`config.mk`:
```
export PLATFORM = sky130hd
export DESIGN_NAME = range_flip_point_query_bit_tree_core
export DESIGN_NICKNAME = d
export VERILOG_FILES = /design/src/sv/rfpq_pkg.sv /design/src/sv/range_flip_point_query_bit_tree_core.sv /design/src/sv/rfpq_dp.sv /design/src/sv/rfpq_ctrl.sv
export SDC_FILE = /design/constraint.sdc
export NUM_CORES = 2
export LEC_CHECK = 0
export ABC_AREA = 1
export BUFFER_PORTS_ARGS = -buffer_cell sky130_fd_sc_hd__buf_4
export CAP_MARGIN = 20
export CORE_MARGIN = 3
export CORE_UTILIZATION = 52
export DETAILED_ROUTE_END_ITERATION = 7
export PLACE_DENSITY = 0.67
export SETUP_SLACK_MARGIN = 0.15
export SLEW_MARGIN = 20
export SYNTH_ARGS = -nofsm -noshare
export SYNTH_HDL_FRONTEND = slang
export SYNTH_SLANG_ARGS = --single-unit
```
`constraint.sdc`:
```
create_clock -name clk -period 33.2 [get_ports clk]
set_input_delay 4.98 -clock clk [delete_from_list [all_inputs] [get_ports clk]]
set_output_delay 4.98 -clock clk [all_outputs]
set_load 0.02 [all_outputs]
```
`src/sv/rfpq_pkg.sv`:
```
// shared widths, codes and controller/datapath interface types
package rfpq_pkg;

	localparam int unsigned IDX_W            = 11;
	localparam int unsigned POS_W            = IDX_W + 1;
	localparam int unsigned MAX_ELEMENTS_DEF = 1024;
	localparam logic [IDX_W-1:0] LEN_RESET   = 11'd1024;

	localparam logic ACT_FLIP  = 1'b0;
	localparam logic ACT_QUERY = 1'b1;

	typedef struct packed {
		logic clr_step;
		logic accept;
		logic load_b;
		logic step_up;
		logic step_down;
		logic out_load;
	} rfpq_cmd_t;

	typedef struct packed {
		logic clear_last;
		logic req_query;
		logic up_end;
		logic down_end;
	} rfpq_status_t;

endpackage

```
`src/sv/range_flip_point_query_bit_tree_core.sv`:
```
// flip: an upward tree walk from the first mark, then one from the mark after the last index
// query: a downward tree walk from the first index, then the parity result is registered
// one tree memory access per step bounds throughput; a new request is taken only when the last is done
// reset: length 1024, then a clearing pass over tree entries 0 to MAX_ELEMENTS before requests
// the length register takes writes during the clearing pass as at any other time
module range_flip_point_query_bit_tree_core #(
	parameter int unsigned MAX_ELEMENTS = rfpq_pkg::MAX_ELEMENTS_DEF
) (
	input  logic                        clk,
	input  logic                        arst_n,
	input  logic                        cfg_wr_en,
	input  logic [rfpq_pkg::IDX_W-1:0]  cfg_wr_data,
	input  logic                        in_valid,
	output logic                        in_ready,
	input  logic                        action,
	input  logic [rfpq_pkg::IDX_W-1:0]  first_index,
	input  logic [rfpq_pkg::IDX_W-1:0]  last_index,
	output logic                        out_valid,
	input  logic                        out_ready,
	output logic                        element_value
);
	import rfpq_pkg::*;

	rfpq_cmd_t    cmd;
	rfpq_status_t status;

	rfpq_ctrl u_ctrl (
		.clk       (clk),
		.arst_n    (arst_n),
		.in_valid  (in_valid),
		.in_ready  (in_ready),
		.out_valid (out_valid),
		.out_ready (out_ready),
		.status    (status),
		.cmd       (cmd)
	);

	rfpq_dp #(
		.MAX_ELEMENTS (MAX_ELEMENTS)
	) u_dp (
		.clk           (clk),
		.arst_n        (arst_n),
		.cfg_wr_en     (cfg_wr_en),
		.cfg_wr_data   (cfg_wr_data),
		.action        (action),
		.first_index   (first_index),
		.last_index    (last_index),
		.cmd           (cmd),
		.status        (status),
		.element_value (element_value)
	);

endmodule

```
`src/sv/rfpq_dp.sv`:
```
// datapath: length register, parity tree memory, walk position and prefix parity
module rfpq_dp #(
	parameter int unsigned MAX_ELEMENTS = rfpq_pkg::MAX_ELEMENTS_DEF
) (
	input  logic                         clk,
	input  logic                         arst_n,
	input  logic                         cfg_wr_en,
	input  logic [rfpq_pkg::IDX_W-1:0]   cfg_wr_data,
	input  logic                         action,
	input  logic [rfpq_pkg::IDX_W-1:0]   first_index,
	input  logic [rfpq_pkg::IDX_W-1:0]   last_index,
	input  rfpq_pkg::rfpq_cmd_t          cmd,
	output rfpq_pkg::rfpq_status_t       status,
	output logic                         element_value
);
	import rfpq_pkg::*;

	localparam int unsigned DEPTH = MAX_ELEMENTS + 1;
	localparam int unsigned AW    = $clog2(DEPTH);

	logic mem [DEPTH];

	logic [IDX_W-1:0] len_q;
	logic [IDX_W-1:0] n_q;
	logic [IDX_W-1:0] used_len;
	logic [IDX_W-1:0] first_f;
	logic [IDX_W-1:0] last_c;
	logic             flip_do;
	logic             query_ok;
	logic [POS_W-1:0] start_pos;
	logic [POS_W-1:0] b_start;
	logic [POS_W-1:0] pos_q;
	logic [POS_W-1:0] b_pos_q;
	logic [POS_W-1:0] low_bit;
	logic             up_ok;
	logic [AW-1:0]    rd_addr;
	logic             rd_q;
	logic             tog_s1;
	logic             qv_s1;
	logic [AW-1:0]    addr_s1;
	logic [AW-1:0]    clr_cnt_q;
	logic             acc_q;
	logic             elem_q;

	// effective length, range clipping and start points of the walks
	always_comb begin
		used_len = (32'(len_q) > MAX_ELEMENTS) ? IDX_W'(MAX_ELEMENTS) : len_q;
		first_f  = (first_index == '0) ? IDX_W'(1) : first_index;
		last_c   = (last_index > used_len) ? used_len : last_index;
		flip_do  = (first_f <= last_c);
		query_ok = (first_index != '0) && (first_index <= used_len);
		if (action == ACT_QUERY) begin
			start_pos = query_ok ? {1'b0, first_index} : '0;
		end else begin
			start_pos = flip_do ? {1'b0, first_f} : '0;
		end
		b_start = flip_do ? (POS_W'(last_c) + POS_W'(1)) : '0;
	end

	assign low_bit = pos_q & (~pos_q + POS_W'(1));
	assign up_ok   = (pos_q != '0) && (pos_q <= {1'b0, n_q});
	assign rd_addr = AW'(pos_q);

	assign status.clear_last = (clr_cnt_q == AW'(MAX_ELEMENTS));
	assign status.req_query  = (action == ACT_QUERY);
	assign status.up_end     = !up_ok;
	assign status.down_end   = (pos_q == '0);

	always_ff @(posedge clk or negedge arst_n) begin
		if (!arst_n) begin
			len_q     <= LEN_RESET;
			clr_cnt_q <= '0;
			tog_s1    <= 1'b0;
			qv_s1     <= 1'b0;
			pos_q     <= '0;
			b_pos_q   <= '0;
			n_q       <= '0;
			acc_q     <= 1'b0;
		end else begin
			if (cfg_wr_en) begin
				len_q <= cfg_wr_data;
			end
			if (cmd.clr_step) begin
				clr_cnt_q <= clr_cnt_q + AW'(1);
			end
			tog_s1 <= cmd.step_up && up_ok;
			qv_s1  <= cmd.step_down && (pos_q != '0);
			if (cmd.accept) begin
				pos_q   <= start_pos;
				b_pos_q <= b_start;
				n_q     <= used_len;
			end else if (cmd.load_b) begin
				pos_q <= b_pos_q;
			end else if (cmd.step_up && up_ok) begin
				pos_q <= pos_q + low_bit;
			end else if (cmd.step_down && (pos_q != '0)) begin
				pos_q <= pos_q - low_bit;
			end
			if (cmd.accept) begin
				acc_q <= 1'b0;
			end else if (qv_s1) begin
				acc_q <= acc_q ^ rd_q;
			end
		end
	end

	// tree memory: one write and one registered read per cycle, new data forwarded
	always_ff @(posedge clk) begin
		if (cmd.clr_step) begin
			mem[clr_cnt_q] <= 1'b0;
		end else if (tog_s1) begin
			mem[addr_s1] <= ~rd_q;
		end
		rd_q    <= (tog_s1 && (addr_s1 == rd_addr)) ? ~rd_q : mem[rd_addr];
		addr_s1 <= rd_addr;
		if (cmd.out_load) begin
			elem_q <= acc_q;
		end
	end

	assign element_value = elem_q;

endmodule

```
`src/sv/rfpq_ctrl.sv`:
```
// controller: clearing pass, flip walks, query walk and result handshake
module rfpq_ctrl (
	input  logic                    clk,
	input  logic                    arst_n,
	input  logic                    in_valid,
	output logic                    in_ready,
	output logic                    out_valid,
	input  logic                    out_ready,
	input  rfpq_pkg::rfpq_status_t  status,
	output rfpq_pkg::rfpq_cmd_t     cmd
);
	import rfpq_pkg::*;

	typedef enum logic [2:0] {
		ST_CLEAR,
		ST_IDLE,
		ST_FLIP_A,
		ST_FLIP_B,
		ST_QUERY,
		ST_DONE
	} state_t;

	state_t state_q;
	logic   out_valid_q;

	always_comb begin
		cmd           = '0;
		in_ready      = (state_q == ST_IDLE);
		cmd.clr_step  = (state_q == ST_CLEAR);
		cmd.accept    = in_ready && in_valid;
		cmd.step_up   = (state_q == ST_FLIP_A) || (state_q == ST_FLIP_B);
		cmd.load_b    = (state_q == ST_FLIP_A) && status.up_end;
		cmd.step_down = (state_q == ST_QUERY);
		cmd.out_load  = (state_q == ST_DONE) && (!out_valid_q || out_ready);
	end

	always_ff @(posedge clk or negedge arst_n) begin
		if (!arst_n) begin
			state_q     <= ST_CLEAR;
			out_valid_q <= 1'b0;
		end else begin
			if (cmd.out_load) begin
				out_valid_q <= 1'b1;
			end else if (out_ready) begin
				out_valid_q <= 1'b0;
			end
			case (state_q)
				ST_CLEAR: begin
					if (status.clear_last) begin
						state_q <= ST_IDLE;
					end
				end
				ST_IDLE: begin
					if (cmd.accept) begin
						state_q <= status.req_query ? ST_QUERY : ST_FLIP_A;
					end
				end
				ST_FLIP_A: begin
					if (status.up_end) begin
						state_q <= ST_FLIP_B;
					end
				end
				ST_FLIP_B: begin
					if (status.up_end) begin
						state_q <= ST_IDLE;
					end
				end
				ST_QUERY: begin
					if (status.down_end) begin
						state_q <= ST_DONE;
					end
				end
				ST_DONE: begin
					if (cmd.out_load) begin
						state_q <= ST_IDLE;
					end
				end
				default: begin
					state_q <= ST_IDLE;
				end
			endcase
		end
	end

	assign out_valid = out_valid_q;

endmodule
```
==> results.py <==
metrics = {
    "worst_setup_path": {
        "crit_type": "in2reg",
        "cp_cell_sequence": "buf_4 -> ha_1 -> a21oi_1 -> o21ai_1 -> a21oi_1 -> nand3_2 -> nand2_2 -> inv_1 -> o21ai_0 -> ha_1 -> nand4_1 -> or4_1 -> nand2_1 -> inv_1 -> nor2_1 -> inv_1 -> a21oi_1 -> nand2_1 -> nand2_1",
        "arrival_ps": 8930,
        "cp_max_fo": 13,
        "ff2ff_setup_slack_ps": 27780,
        "critPathTopFamily": "simple AND/OR/NAND/NOR gates",
        "crit_slowest_cell": "o21ai_0",
        "critPathBufInv": 4,
        "crit_path_end_kind": "flop",
        "critPathLaunchType": "primary input",
        "critPathRequiredTime_ps": 33850,
        "max_stage_delay_ps": 590,
    },
    "placement": {
        "io_buffers": 41,
        "place_area_sq_um": 53300,
        "place_congestion": 0.824,
        "dp_hpwl_um": 73200,
    },
    "synthesis": {
        "ys_async_sr_fraction_pct": 5.81,
        "synth-seq-area-share_pct": 61.9,
        "synth_edf_count": 1026,
        "synth_top_cells_by_area": "edfxtp_1 (58%), nor2_1 (11%), nand2_1 (5.7%)",
        "synth_seq_cells": 1102,
        "synth_common_cells": "nor2_1 (1,522), edfxtp_1 (1,026), nand2_1 (799), nand3_1 (433), inv_1 (414)",
        "syn_inst": 5589,
        "synth_most_common_cell": "nor2_1",
        "synth_warnings": 0,
        "synth_top_area_share_pct": 58.4,
        "syn_area_per_cell_sq_um": 9.43,
        "synth_cell_types": 54,
        "synth_area_sq_um": 52700,
        "yosys.area.top_type": "edfxtp_1",
        "syn_nets": 5686,
        "synth_flop_cell": "edfxtp_1",
    },
    "global_route": {
        "grt_pass1_wl_um": 225000,
        "grt_max_degree": 290,
        "antenna_found_initial": 1,
        "grt.overflow.total": 0,
        "grtUsageTotal_pct": 28.2,
        "grt_pass1_vias": 36800,
    },
    "sta": {
        "fmax_ghz": 0.121,
        "finalClockSkew_ps": 17.7,
        "slew_headroom_pct": 25.4,
        "tightest_slew_ps": 1120,
        "final_hold_viol_count": 0,
        "rsz0062_at_grt": "no",
        "slew_violations": 0,
        "finalCritPeriodShare_pct": 25.0,
        "period_needed_ps": 8280,
        "timing.hold.ws_ps": 471,
        "tns_ps": 0,
        "setup_viol": 0,
    },
    "final_layout": {
        "final_area_sq_um": 57000,
        "fillers": 8834,
        "nets": 5488,
        "drive_gt1_share_pct": 7.65,
        "fin_util_pct": 56.9,
        "area_delta_synth_final_pct": 8.16,
    },
    "detailed_routing": {
        "final_antenna_net_count": 0,
        "drt-initial-drc-count": 4810,
        "drt_wl_total_um": 152000,
        "detail_route.first_pass.iterations": 6,
        "viasPerCell": 5.77,
        "drc": 0,
        "vias": 39500,
        "wire_per_inst_um": 22.2,
    },
    "power_and_ir_drop": {
        "p_sw_share_pct": 40.0,
        "pwr-share-comb_pct": 35.4,
        "ir_drop_mv": 0.0650,
        "cellPowerDensity_nw_per_um2": 79.8,
        "p_leak_nw": 20.3,
        "power.internal_w": 0.00273,
        "p_switching_w": 0.00182,
        "seq_power_share_pct": 37.5,
        "p_clk_share_pct": 27.0,
        "p_total_w": 0.00455,
    },
    "clock_network": {
        "cts_hold_buf": 0,
        "cts_num_sinks": 1102,
        "cts.clk_slew.worst_paths_ps": 60,
        "root_buffer": "clkbuf_16",
        "cts_tree": "yes",
        "worstSkewPairLatency_ps": 710,
        "cts_setup_buffers": 0,
        "cts_buffers": 116,
        "max-clock-path-buffers": 3,
        "cts_resized": 0,
        "cts_htree_levels": 3,
    },
    "outcome": {
        "status": "finished clean",
    },
    "die": {
        "initial_core_util_pct": 52.6,
        "rows": 116,
        "die_x_um": 324,
        "core_area_sq_um": 100000,
        "ios": 42,
        "die_area_sq_um": 105000,
        "die_y_um": 324,
    },
    "run": {
        "drv_cap": 0,
    },
    "hold_path": {
        "hp-class": "reg2reg",
    },
}
==> layout make-up <==
class | count | area [sq um] | area share, %
flip-flops and latches | 1102 | 32700 | 57.3
multi-input cells | 3630 | 16500 | 28.9
clock buffers | 138 | 2990 | 5.24
well taps | 1357 | 1700 | 2.98
inverters | 429 | 1640 | 2.87
repair buffers | 112 | 965 | 1.69
clock inverters | 81 | 587 | 1.03
diodes | 1 | 2.50 | 0.00439
==> logic make-up (layout without fill, tap and decap cells) <==
kind of cell    count (synthesis)  count (layout)  synth area share [%]
flops                        1102            1102                  61.9
other cells                     0               1                     0
xor+xnor                       25              25                 0.415
fa+ha+maj                      58              58                  1.39
buf+inv                       857             760                  7.05
compound gates                683             683                  7.11
mux                             3               3                0.0641
simple gates                 2861            2861                  22.0
==> power by group through the flow <==
stage               Clock [W]  Sequential, W  Combinational [W]
floorplan                   0        0.00179            0.00113
global placement            0        0.00173            0.00156
detailed placement          0        0.00173            0.00158
CTS                   0.00124        0.00170            0.00158
global route          0.00129        0.00171            0.00177
finish                0.00123        0.00171            0.00161
==> worst register-to-register path, cell delays in order, from the launching register on <==
cell	delay, ps
dfrtp_1	400
inv_2	100
nand2_1	60
nor4_1	260
nand2_1	100
nand2_2	140
inv_1	80
nor2_1	570
ha_1	290
o21ai_1	80
a21oi_1	180
nand3_2	180
nand2_2	250
inv_1	170
o21ai_0	590
ha_1	270
nand4_1	90
or4_1	390
nand2_1	110
inv_1	80
nor2_1	510
inv_1	190
a21oi_1	150
nand2_1	60
nand2_1	50
==> cell usage in the layout, fill, tap and decap left out, types with 30 or more instances in the layout <==
| master | n |
|---|---|
| clkinv_1 | 38 |
| inv_1 | 413 |
| nand3_1 | 433 |
| a21oi_1 | 153 |
| nor2_1 | 1521 |
| edfxtp_1 | 1026 |
| nand2_1 | 752 |
| nand2_2 | 57 |
| dfrtp_1 | 58 |
| clkbuf_16 | 116 |
| o211ai_1 | 92 |
| o21ai_1 | 51 |
| o21ai_0 | 352 |
| ha_1 | 57 |
| buf_4 | 99 |
| or2_2 | 30 |
==> path summary, 6_finish.rpt <==
| path | endpoint | cells past startpoint | startpoint |
|---|---|---|---|
| min in group asynchronous | u_dp.clr_cnt_q[0]$_DFFE_PN0P_ | 1 | arst_n |
| worst min-delay path | u_dp.element_value$_DFFE_PP_ | 0 | u_dp.acc_q$_DFFE_PN0P_ |
| worst max register to register | u_dp.b_pos_q[9]$_DFFE_PN0P_ | 24 | u_dp.len_q[7]$_DFFE_PN0P_ |
| worst max-delay path | u_dp.b_pos_q[9]$_DFFE_PN0P_ | 19 | last_index[2] |
| max in group asynchronous | u_dp.pos_q[0]$_DFFE_PN0P_ | 1 | arst_n |
| worst min register to register | u_dp.element_value$_DFFE_PP_ | 0 | u_dp.acc_q$_DFFE_PN0P_ |
==> metrics by stage <==
| step | setup slack, ps | instances |
|---|---|---|
| floorplan | 3920 | 5589 |
| global placement | 24150 | 6623 |
| detailed placement | 24160 | 6623 |
| CTS | 24900 | 6842 |
| global route | 24460 | 6849 |
| finish | 24920 | 6850 |
==> routing by layer <==
layer / GRT usage (%) / vias to the layer above / wire [um]
met3: 4.46 / 367 / 14200
met4: 11.1 / 2 / 6560
li1: - / 18100 / -
met1: 37.6 / 19200 / 59600
met2: 46.6 / 1838 / 71700
met5: 0 / - / 8
==> sequential cells by signal (all words and copies together) (netlist names), 3 cells and up <==
signal	count
u_dp.mem	1025
u_ctrl.state_q	3
u_dp.n_q	11
u_dp.len_q	11
u_dp.pos_q	12
u_dp.b_pos_q	12
u_dp.addr_s1	11
u_dp.clr_cnt_q	11
Power figures use the tool's default switching activity.
